## src/design/assert_macros.svh

```systemverilog
// assertion helper macros for the carriage tracker
// no dependencies, included by the top level
`ifndef ASSERT_MACROS_SVH
`define ASSERT_MACROS_SVH

// property that must hold at every edge out of reset
`define ASSERT_ALWAYS(label, expr, msg) \
    label: assert property (@(posedge clk) disable iff (!rst_n) (expr)) else $error(msg);

// antecedent on one edge implies consequent on the next
`define ASSERT_NEXT(label, ante, cons, msg) \
    label: assert property (@(posedge clk) disable iff (!rst_n) (ante) |=> (cons)) \
        else $error(msg);

`endif

```

## src/design/npt_pkg.sv

```systemverilog
// shared types and constants for the needle position tracker
// no dependencies
`timescale 1ns / 1ps

package npt_pkg;

    localparam int POS_W = 16;
    localparam int IDX_W = 8;

    // command codes
    localparam logic CMD_STEP = 1'b0;
    localparam logic CMD_LOAD = 1'b1;

    localparam logic signed [POS_W-1:0] POS_RESET = -16'sd50;

    typedef struct packed {
        logic signed [POS_W-1:0] position;
        logic [IDX_W-1:0]        needle_index;
        logic                    moving_left;
        logic                    moved;
    } res_t;

endpackage

```

## src/design/needle_position_tracker.sv

```systemverilog
// needle position tracker: quadrature decode with belt phase correction
// depends on npt_pkg and assert_macros.svh
`timescale 1ns / 1ps
// an accepted beat's result is registered in the output register or the skid entry
// throughput: one beat per cycle while the skid entry is empty
// output register plus one skid entry, so the skid entry takes one more beat
// when the output side stalls
// reset: position -50, direction right, phase and calibration cleared
`include "assert_macros.svh"

module needle_position_tracker #(
    parameter int NEEDLES     = 200,
    parameter int BELT_PERIOD = 16
) (
    input  logic                            clk,
    input  logic                            rst_n,
    input  logic                            in_valid,
    output logic                            in_stall,
    input  logic                            command,
    input  logic                            v1_level,
    input  logic                            v2_level,
    input  logic                            belt_level,
    input  logic signed [npt_pkg::POS_W-1:0] new_position,
    output logic                            out_valid,
    input  logic                            out_stall,
    output logic signed [npt_pkg::POS_W-1:0] position,
    output logic [npt_pkg::IDX_W-1:0]       needle_index,
    output logic                            moving_left,
    output logic                            moved
);
    import npt_pkg::*;

    // phase distance width, one extra bit for the modular sum
    localparam int PDW = $clog2(BELT_PERIOD);
    localparam logic [PDW:0]       PERIOD_X  = (PDW + 1)'(BELT_PERIOD);
    localparam logic [PDW-1:0]     PD_LAST   = PDW'(BELT_PERIOD - 1);
    localparam logic [PDW-1:0]     PD_ONE    = PDW'(1);
    localparam logic [PDW-1:0]     PD_HALF   = PDW'(BELT_PERIOD / 2);
    localparam logic [POS_W-1:0]   PERIOD_P  = POS_W'(BELT_PERIOD);
    localparam logic [POS_W-1:0]   IDX_MAX   = POS_W'(NEEDLES - 1);

    // both operands are below the period, so one compare and subtract
    function automatic logic [PDW-1:0] phase_add(input logic [PDW-1:0] d,
                                                 input logic [PDW-1:0] k);
        logic [PDW:0] s;
        s = {1'b0, d} + {1'b0, k};
        if (s >= PERIOD_X)
            s = s - PERIOD_X;
        return s[PDW-1:0];
    endfunction

    // tracker state
    logic [POS_W-1:0] pos_reg, pos_next;
    logic             dir_left_reg, dir_left_next;
    logic             prev_v2_reg, prev_v2_next;
    logic [PDW-1:0]   phase_reg, phase_next;
    logic             prev_belt_reg, prev_belt_next;
    logic             calibrated_reg, calibrated_next;

    // output register and skid entry
    res_t out_reg, skid_reg;
    logic out_valid_reg, skid_valid_reg;

    logic accept_in;
    logic pop_out;
    res_t res_new;

    // combinational update terms
    logic             step_moved;
    logic [POS_W-1:0] pos_step;
    logic [PDW-1:0]   pd_step;
    logic [PDW-1:0]   pd_shift;
    logic [PDW-1:0]   pd_err;
    logic [POS_W-1:0] delta;
    logic             raising;

    // the skid entry is the only thing that holds off the input side
    assign in_stall  = skid_valid_reg;
    assign accept_in = in_valid && !in_stall;
    assign pop_out   = out_valid_reg && !out_stall;

    always_comb
    begin
        pos_next        = pos_reg;
        dir_left_next   = dir_left_reg;
        prev_v2_next    = prev_v2_reg;
        phase_next      = phase_reg;
        prev_belt_next  = prev_belt_reg;
        calibrated_next = calibrated_reg;
        step_moved      = 1'b0;

        // direction follows the new v2 edge, step uses that direction
        dir_left_next = (v1_level == v2_level);
        pos_step = dir_left_next ? (pos_reg - POS_W'(1)) : (pos_reg + POS_W'(1));
        pd_step  = phase_add(phase_reg, dir_left_next ? PD_LAST : PD_ONE);
        raising  = dir_left_next != belt_level;
        pd_shift = raising ? pd_step : phase_add(pd_step, PD_HALF);
        pd_err   = phase_add(pd_shift, dir_left_next ? PD_ONE : '0);
        // signed phase error, wrapped into the upper half as negative
        delta    = (pd_err <= PD_HALF) ? POS_W'(pd_err) : (POS_W'(pd_err) - PERIOD_P);

        if (command == CMD_LOAD)
        begin
            pos_next      = new_position;
            dir_left_next = dir_left_reg;
        end
        else if (v2_level != prev_v2_reg)
        begin
            prev_v2_next = v2_level;
            if (v2_level)
            begin
                step_moved = 1'b1;
                pos_next   = pos_step;
                phase_next = pd_step;
                if (belt_level != prev_belt_reg)
                begin
                    // first belt edge only calibrates, without correcting the position
                    if (calibrated_reg)
                        pos_next = pos_step - delta;
                    calibrated_next = 1'b1;
                    prev_belt_next  = belt_level;
                    // re-base the phase, half period off when the belt level matches the direction bit
                    phase_next = dir_left_next ? PD_LAST : '0;
                    if (!raising)
                        phase_next = phase_add(phase_next, PD_HALF);
                end
            end
        end
        else
        begin
            dir_left_next = dir_left_reg;
        end
    end

    // result beat from the updated state
    always_comb
    begin
        res_new.position    = pos_next;
        res_new.moving_left = dir_left_next;
        res_new.moved       = step_moved;
        if (pos_next[POS_W-1])
            res_new.needle_index = '0;
        else if (pos_next > IDX_MAX)
            res_new.needle_index = IDX_MAX[IDX_W-1:0];
        else
            res_new.needle_index = pos_next[IDX_W-1:0];
    end

    always_ff @(posedge clk or negedge rst_n)
    begin
        if (!rst_n)
        begin
            pos_reg        <= POS_RESET;
            dir_left_reg   <= 1'b0;
            prev_v2_reg    <= 1'b0;
            phase_reg      <= '0;
            prev_belt_reg  <= 1'b0;
            calibrated_reg <= 1'b0;
        end
        else if (accept_in)
        begin
            pos_reg        <= pos_next;
            dir_left_reg   <= dir_left_next;
            prev_v2_reg    <= prev_v2_next;
            phase_reg      <= phase_next;
            prev_belt_reg  <= prev_belt_next;
            calibrated_reg <= calibrated_next;
        end
    end

    // output register with one skid entry behind it
    always_ff @(posedge clk or negedge rst_n)
    begin
        if (!rst_n)
        begin
            out_valid_reg  <= 1'b0;
            skid_valid_reg <= 1'b0;
        end
        else if (!out_valid_reg || pop_out)
        begin
            if (skid_valid_reg)
            begin
                out_valid_reg  <= 1'b1;
                skid_valid_reg <= 1'b0;
            end
            else
            begin
                out_valid_reg <= accept_in;
            end
        end
        else if (accept_in)
        begin
            skid_valid_reg <= 1'b1;
        end
    end

    always_ff @(posedge clk)
    begin
        if (!out_valid_reg || pop_out)
        begin
            if (skid_valid_reg)
                out_reg <= skid_reg;
            else if (accept_in)
                out_reg <= res_new;
        end
        else if (accept_in)
        begin
            skid_reg <= res_new;
        end
    end

    assign out_valid    = out_valid_reg;
    assign position     = out_reg.position;
    assign needle_index = out_reg.needle_index;
    assign moving_left  = out_reg.moving_left;
    assign moved        = out_reg.moved;

    // checks on internal bookkeeping
    `ASSERT_ALWAYS(a_skid_behind_out, !skid_valid_reg || out_valid_reg, "skid full with empty output")
    `ASSERT_ALWAYS(a_phase_range, {1'b0, phase_reg} < PERIOD_X, "phase distance out of range")
    `ASSERT_NEXT(a_load_keeps_phase, accept_in && command == CMD_LOAD, $stable(phase_reg) && $stable(dir_left_reg) && $stable(calibrated_reg), "load changed tracker state")
    `ASSERT_NEXT(a_calibrated_sticks, calibrated_reg, calibrated_reg, "calibration lost")

endmodule
```

## config.mk

```make
export PLATFORM = sky130hd
export DESIGN_NAME = needle_position_tracker
export DESIGN_NICKNAME = d
export VERILOG_FILES = /design/src/design/npt_pkg.sv /design/src/design/needle_position_tracker.sv
export VERILOG_INCLUDE_DIRS = /design/src /design/src/design
export SDC_FILE = /design/constraint.sdc
export NUM_CORES = 1
export LEC_CHECK = 0
export ABC_AREA = 1
export BUFFER_PORTS_ARGS = -buffer_cell sky130_fd_sc_hd__buf_4
export CORE_MARGIN = 1.5
export CORE_UTILIZATION = 41
export DETAILED_ROUTE_END_ITERATION = 7
export GPL_ROUTABILITY_DRIVEN = 0
export GPL_TIMING_DRIVEN = 0
export MAX_ROUTING_LAYER = met4
export PLACE_DENSITY_LB_ADDON = 0.25
export SYNTH_ARGS = -nofsm -noshare
export SYNTH_HDL_FRONTEND = slang
export SYNTH_SLANG_ARGS = --single-unit
export TNS_END_PERCENT = 10
```

## constraint.sdc

```tcl
create_clock -name clk -period 5.85 [get_ports clk]
set_clock_uncertainty 0.2 [all_clocks]
set_input_delay 1.17 -clock clk [delete_from_list [all_inputs] [get_ports clk]]
set_output_delay 1.17 -clock clk [all_outputs]
set_load 0.1 [all_outputs]
```

# --- Yosys cells after proc, flatten, opt, wreduce, memory -nomap -nowiden ---
# Index checks and enable logic that the tools add are counted.
# W data, S select, Z words.
totals:
  register_bits: 78
  in_bits: 24
  output_inout_bits: 28
  elab_cells: 82
classes:
  add_sub_neg: 12
  n_lt_le_gt_ge: 6
  eq_ne: 4
  n_mux: 29
  n_bitwise: 2
  reduce_logical: 13
ops:
  columns: ["operator", "count"]
  rows:
  - ["$mux W16", 7]
  - ["$mux W26", 2]
  - ["$mux W4", 9]
  - ["$ge A5 B5 Y1 const B", 4]
  - ["$add A16 B1 Y16 const B", 1]
  - ["$gt A16 B8 Y1 const B", 1]
  - ["$mux W8", 2]
  - ["$sub A16 B1 Y16 const B", 1]
  - ["$sub A16 B16 Y16", 1]
  - ["$sub A4 B1 Y4 const B", 4]
  - ["$add A4 B4 Y5 const B", 2]
  - ["$mux W1", 9]
  - ["$sub A4 B5 Y6 const B", 1]
  - ["$add A4 B1 Y5", 1]
  - ["$add A4 B4 Y5", 1]
  - ["$reduce_and A5 Y1", 1]
  - ["$le A4 B4 Y1 const B", 1]
  - ["$reduce_and A2 Y1", 2]
  - ["$reduce_and A4 Y1", 1]
  - ["$reduce_bool A2 Y1", 2]
  - ["$logic_not A1 Y1", 3]
  - ["$ne A1 B1 Y1", 3]
  - ["$reduce_and A3 Y1", 1]
  - ["$logic_and A1 B1 Y1", 2]
  - ["3 further kinds", 4]

# --- Logic depth before layout (Yosys ltp) ---
logic_depth:
  word_depth: 25
  ltp_mapped: 39
  mapped_depth_nobuf: 39

# --- Least setup slack after synthesis ---
# Ideal clock, no wire load.
synth_timing:
  path_kind: "input-to-reg"
  start: "input v2_level"
  end: "register out_reg, in the netlist needle_index[0], data pin"
  setup_time_ns: 0.253
  arrival_time_ns: 4.585
  required_ns: 5.397
  setup_slack_ns: 0.812
  cell_stages: 32
  n_path_buf: 0
  cell_sequence: "inv_2 > nand2_2 > nand2_4 > nand2_1 > nand2_1 > inv_1 > ha_1 > ha_1 > nor2_1 > nand3_2 > nand3_4 > ha_1 > nand2_1 > a21oi_1 > nor2_1 > o21ai_0 > xnor2_1 > o21ai_0 > inv_1 > nand2_2 > a21oi_4 > nand2_1 > nand3_1 > nand2_1 > inv_2 > nand3_1 > nor2_1 > nand2_2 > nor2_8 > nand4_1 > nand2_1 > nand2_1"
synth_between:
  elab_chain_len: 25
  word_cells_on_any_way: 33
  classes_between: "8 x add/sub; 5 x order compare; 3 x eq/ne; 17 x mux"
synth_lines:
  columns: ["item", "line", "source"]
  rows:
  - ["from (decl)", "needle_position_tracker.sv:21", "input logic v2_level,"]
  - ["$eq A1 B1 Y1", "needle_position_tracker.sv:93", "dir_left_next = (v1_level == v2_level);"]
  - ["$mux W4", "needle_position_tracker.sv:95", "pd_step = phase_add(phase_reg, dir_left_next ? PD_LAST : PD_ONE);"]
  - ["$add A4 B4 Y5", "needle_position_tracker.sv:46", "s = {1'b0, d} + {1'b0, k};"]
  - ["$sub A4 B1 Y4 or $ge A5 B5 Y1 (tied branches)", "needle_position_tracker.sv:48, needle_position_tracker.sv:47", null]
  - ["$mux W4", "needle_position_tracker.sv:47", "if (s >= PERIOD_X)"]
  - ["$add A4 B4 Y5", "needle_position_tracker.sv:46", null]
  - ["$sub A4 B1 Y4 or $ge A5 B5 Y1 (tied branches)", "needle_position_tracker.sv:48, needle_position_tracker.sv:47", null]
  - ["$mux W4", "needle_position_tracker.sv:47", null]
  - ["(+9 left out)", null, null]
  - ["$mux W16", "needle_position_tracker.sv:110", "if (v2_level)"]
  - ["$mux W16 (*)", "needle_position_tracker.sv:107", "else if (v2_level != prev_v2_reg)"]
  - ["$mux W16 (*)", "needle_position_tracker.sv:102", "if (command == CMD_LOAD)"]
  - ["$gt A16 B8 Y1", "needle_position_tracker.sv:143", "else if (pos_next > IDX_MAX)"]
  - ["$mux W8", "needle_position_tracker.sv:143", null]
  - ["$mux W8 (*)", "needle_position_tracker.sv:141", "if (pos_next[POS_W-1])"]
  - ["$mux W26 (*)", "needle_position_tracker.sv:203", "else if (accept_in)"]
  - ["$mux W26 (*)", "needle_position_tracker.sv:201", "if (skid_valid_reg)"]
  - ["to (signal assigned)", "needle_position_tracker.sv:202", "out_reg <= skid_reg;"]
  - ["to (signal assigned)", "needle_position_tracker.sv:204", "out_reg <= res_new;"]
  - ["to (decl)", "needle_position_tracker.sv:61", "res_t out_reg, skid_reg;"]
# Mark *: on every way between the ends. The rest lies on a longest branch, timed or not. The select of a mux whose other input is x is not followed.
# A chain may end at the register's enable or synchronous reset.

==> impl_metrics.csv <==
group,metric,value,unit
sta,setup_viol,0,
sta,hold_viol_final,0,
layout,layout.nets,876,
floorplan,die_h,122,µm
floorplan,coreArea,13800,µm²
sta,fmax,0.186,GHz
sta,max_slew_margin,0.601,
logic_synthesis,synth_top_area_frac,0.270,
critical_path,cp.required,5.85,ns
cts,cts_hold_buf,0,
sta,rsz0062_at_grt,"false",
sta,fin_ws,0.479,ns
sta,worst_pin_slew,0.598,ns
sta,period_minus_slack,5.37,ns
critical_path,critical_path_class,"in2reg",
sta,fin_tns_setup,0,ns
critical_path,crit_buf_inv,4,
pwr,power_density,535,nW/µm²
logic_synthesis,synth.lib_cells_used.distinct,49,
detailed_routing,drc,0,
sta,slew_viol_final,0,
global_routing,grt_pass1_wl,23.6,mm
global_routing,grt_pass1_vias,4861,
place,dp_slack,-0.0749,ns
logic_synthesis,netlist_area,5790,µm²
layout,final_cells,1016,
sta,fin_crit_sh,0.918,
global_routing,grt_usage,0.208,
detailed_routing,drt-pass1-iter-count,5,
logic_synthesis,ys_top_cells_by_area,"edfxtp_1 27%, nand2_1 16%, inv_1 6.3%",
global_routing,grt_antenna_before_repair,0,
logic_synthesis,yosys_warnings,0,
logic_synthesis,synthFlopType,"edfxtp_1",
cts,cts_tree,"done",
place,port_buffers,51,
logic_synthesis,avgSynthCellArea,7.56,µm²
critical_path,critPathCaptureType,"register",
run,maxCapViolations,0,
logic_synthesis,netlist_top_cells_count,"242 x nand2_1, 98 x inv_1, 52 x edfxtp_1, 50 x o21ai_0, 48 x nand3_1",
floorplan,start_util,0.419,
cts,cts_buffers,9,
cts,clock-sinks,78,
layout,diodes,0,
layout,num-fill-cells,1359,
layout,drive_gt1_frac,0.214,
floorplan,dieWidth,122,µm
logic_synthesis,synth-seq-cells,78,
place,dp_hpwl,11.2,mm
layout,largest_reg_flops,26,
critical_path,r2r_setup_slack,1.28,ns
detailed_routing,drt-wirelength-per-cell,13.8,µm
logic_synthesis,synth_edf_count,52,
cts,clockRootBuffer,"clkbuf_16",
logic_synthesis,synth_top_area_cell,"edfxtp_1",
detailed_routing,avgViaCountPerCell,4.89,
critical_path,cp_slowest_cell,"ha_1",
critical_path,crit_path_frequent_cell,"nand2_1",
floorplan,dieArea,14900,µm²
critical_path,slowest_delay,0.35,ns
detailed_routing,num_vias,4973,
global_routing,grt_max_degree,27,
cts,cts_buffer_depth,2,
layout,areaGrowthSynthToFinish,16.7,%
logic_synthesis,yosysMostFrequentCell,"nand2_1",
pwr,total_power,3.62,mW
sta,hold_slack,0.291,ns
logic_synthesis,yosysSeqAreaShare,0.385,
pwr,p_leak,3.26,nW
status,outcome,"finished clean",
logic_synthesis,netlist_instances,766,
critical_path,critPathLaunchType,"input pin",
pwr,vdd_drop_max,0.181,mV
logic_synthesis,async_flop_share,0.333,
place,placedCellCount,999,
detailed_routing,ant_nets,0,
hold_path,hold_class,"reg2reg",
floorplan,fp-row-count,43,
critical_path,arrival,5.37,ns
cts,clock_latency,0.34,ns
logic_synthesis,synth_fp_nets,811,
cts,cts.reportedPaths.clkPinSlew,0.06,ns
detailed_routing,routed_wl,14.0,mm
floorplan,num_io_pins,52,
cts,htreeDepth,3,
global_routing,grt-ovfl-total,0,
critical_path,critPathMaxFanout,8,
detailed_routing,drt_iter0_markers,335,
critical_path,cp_top_family,"simple AND/OR/NAND/NOR gates",
[worst paths after layout]
path | startpoint | endpoint | cells past startpoint
max | v2_level | skid_reg[5]$_DFFE_PP_ | 34
min | calibrated_reg$_DFFE_PN0P_ | calibrated_reg$_DFFE_PN0P_ | 2
max reg2reg | phase_reg[1]$_DFFE_PN0P_ | skid_reg[5]$_DFFE_PP_ | 31
min reg2reg | calibrated_reg$_DFFE_PN0P_ | calibrated_reg$_DFFE_PN0P_ | 2
max in group asynchronous | rst_n | pos_reg[3]$_DFFE_PN1P_ | 1
min in group asynchronous | rst_n | prev_belt_reg$_DFFE_PN0P_ | 1
[layout by cell type (no fill, tap or decap), drive strengths merged, types with 20 or more instances in the layout]
master and count:
inv 109, nand2 278, edfxtp 52, nand3 59
buf 62, clkbuf 22, nor2 54, a21oi 37
ha 20, o21ai 58
[metal layers]
| metal | share of wire | wire (µm) | GRT usage | vias to the layer above |
|---|---|---|---|---|
| met5 | 0 | 0 | - | - |
| met4 | 0.014 | 195 | 0.0647 | 0 |
| met3 | 0.033 | 469 | 0.0286 | 14 |
| met2 | 0.49 | 6930 | 0.355 | 85 |
| met1 | 0.46 | 6430 | 0.254 | 2249 |
| li1 | - | - | - | 2625 |
[tightest hold or removal path: cells and delay by family, from the launching register on]
family	cells	cell delay, ns
DFF	1	0.32
AOI/OAI and AO/OA	1	0.07
buffers and inverters	1	0.06
[report_power, final]
group	internal (mW)	switching [mW]
logic	0.752	1.51
clock network	0.341	0.214
registers	0.731	0.0709
total	1.82	1.80
[area by class of cell]
type / instances / area, µm² / share of cell area
Tap cell: 180 / 225 / 0.0333
Clock buffer: 12 / 246 / 0.0364
Multi-Input combinational cell: 560 / 3060 / 0.452
Buffer: 18 / 110 / 0.0163
Timing Repair Buffer: 54 / 433 / 0.0640
Inverter: 110 / 413 / 0.0611
Clock inverter: 4 / 47.5 / 0.00703
Sequential cell: 78 / 2230 / 0.330
[logic make-up after synthesis]
kind of cell,Yosys count,synth area share
multiplexers,1,0.00173
flip-flops,78,0.385
AND/OR/NAND/NOR,413,0.343
XOR/XNOR,11,0.0192
AO/OA/AOI/OAI,114,0.115
buffers and inverters,128,0.0903
adder cells (fa/ha/maj),21,0.0467
[metrics by stage]
stage                util  cell area [µm²]
detailed placement  0.466             6450
global placement    0.463             6400
global route        0.489             6760
floorplan               -             5790
finish              0.489             6760
CTS                 0.488             6740
[timing repair]
item / CTS / global route
buffers inserted: 0 / 1
gates resized for setup: 0 / 6
setup endpoints to repair: 0 / 17
No activity file was read; power rests on OpenSTA's default activity.
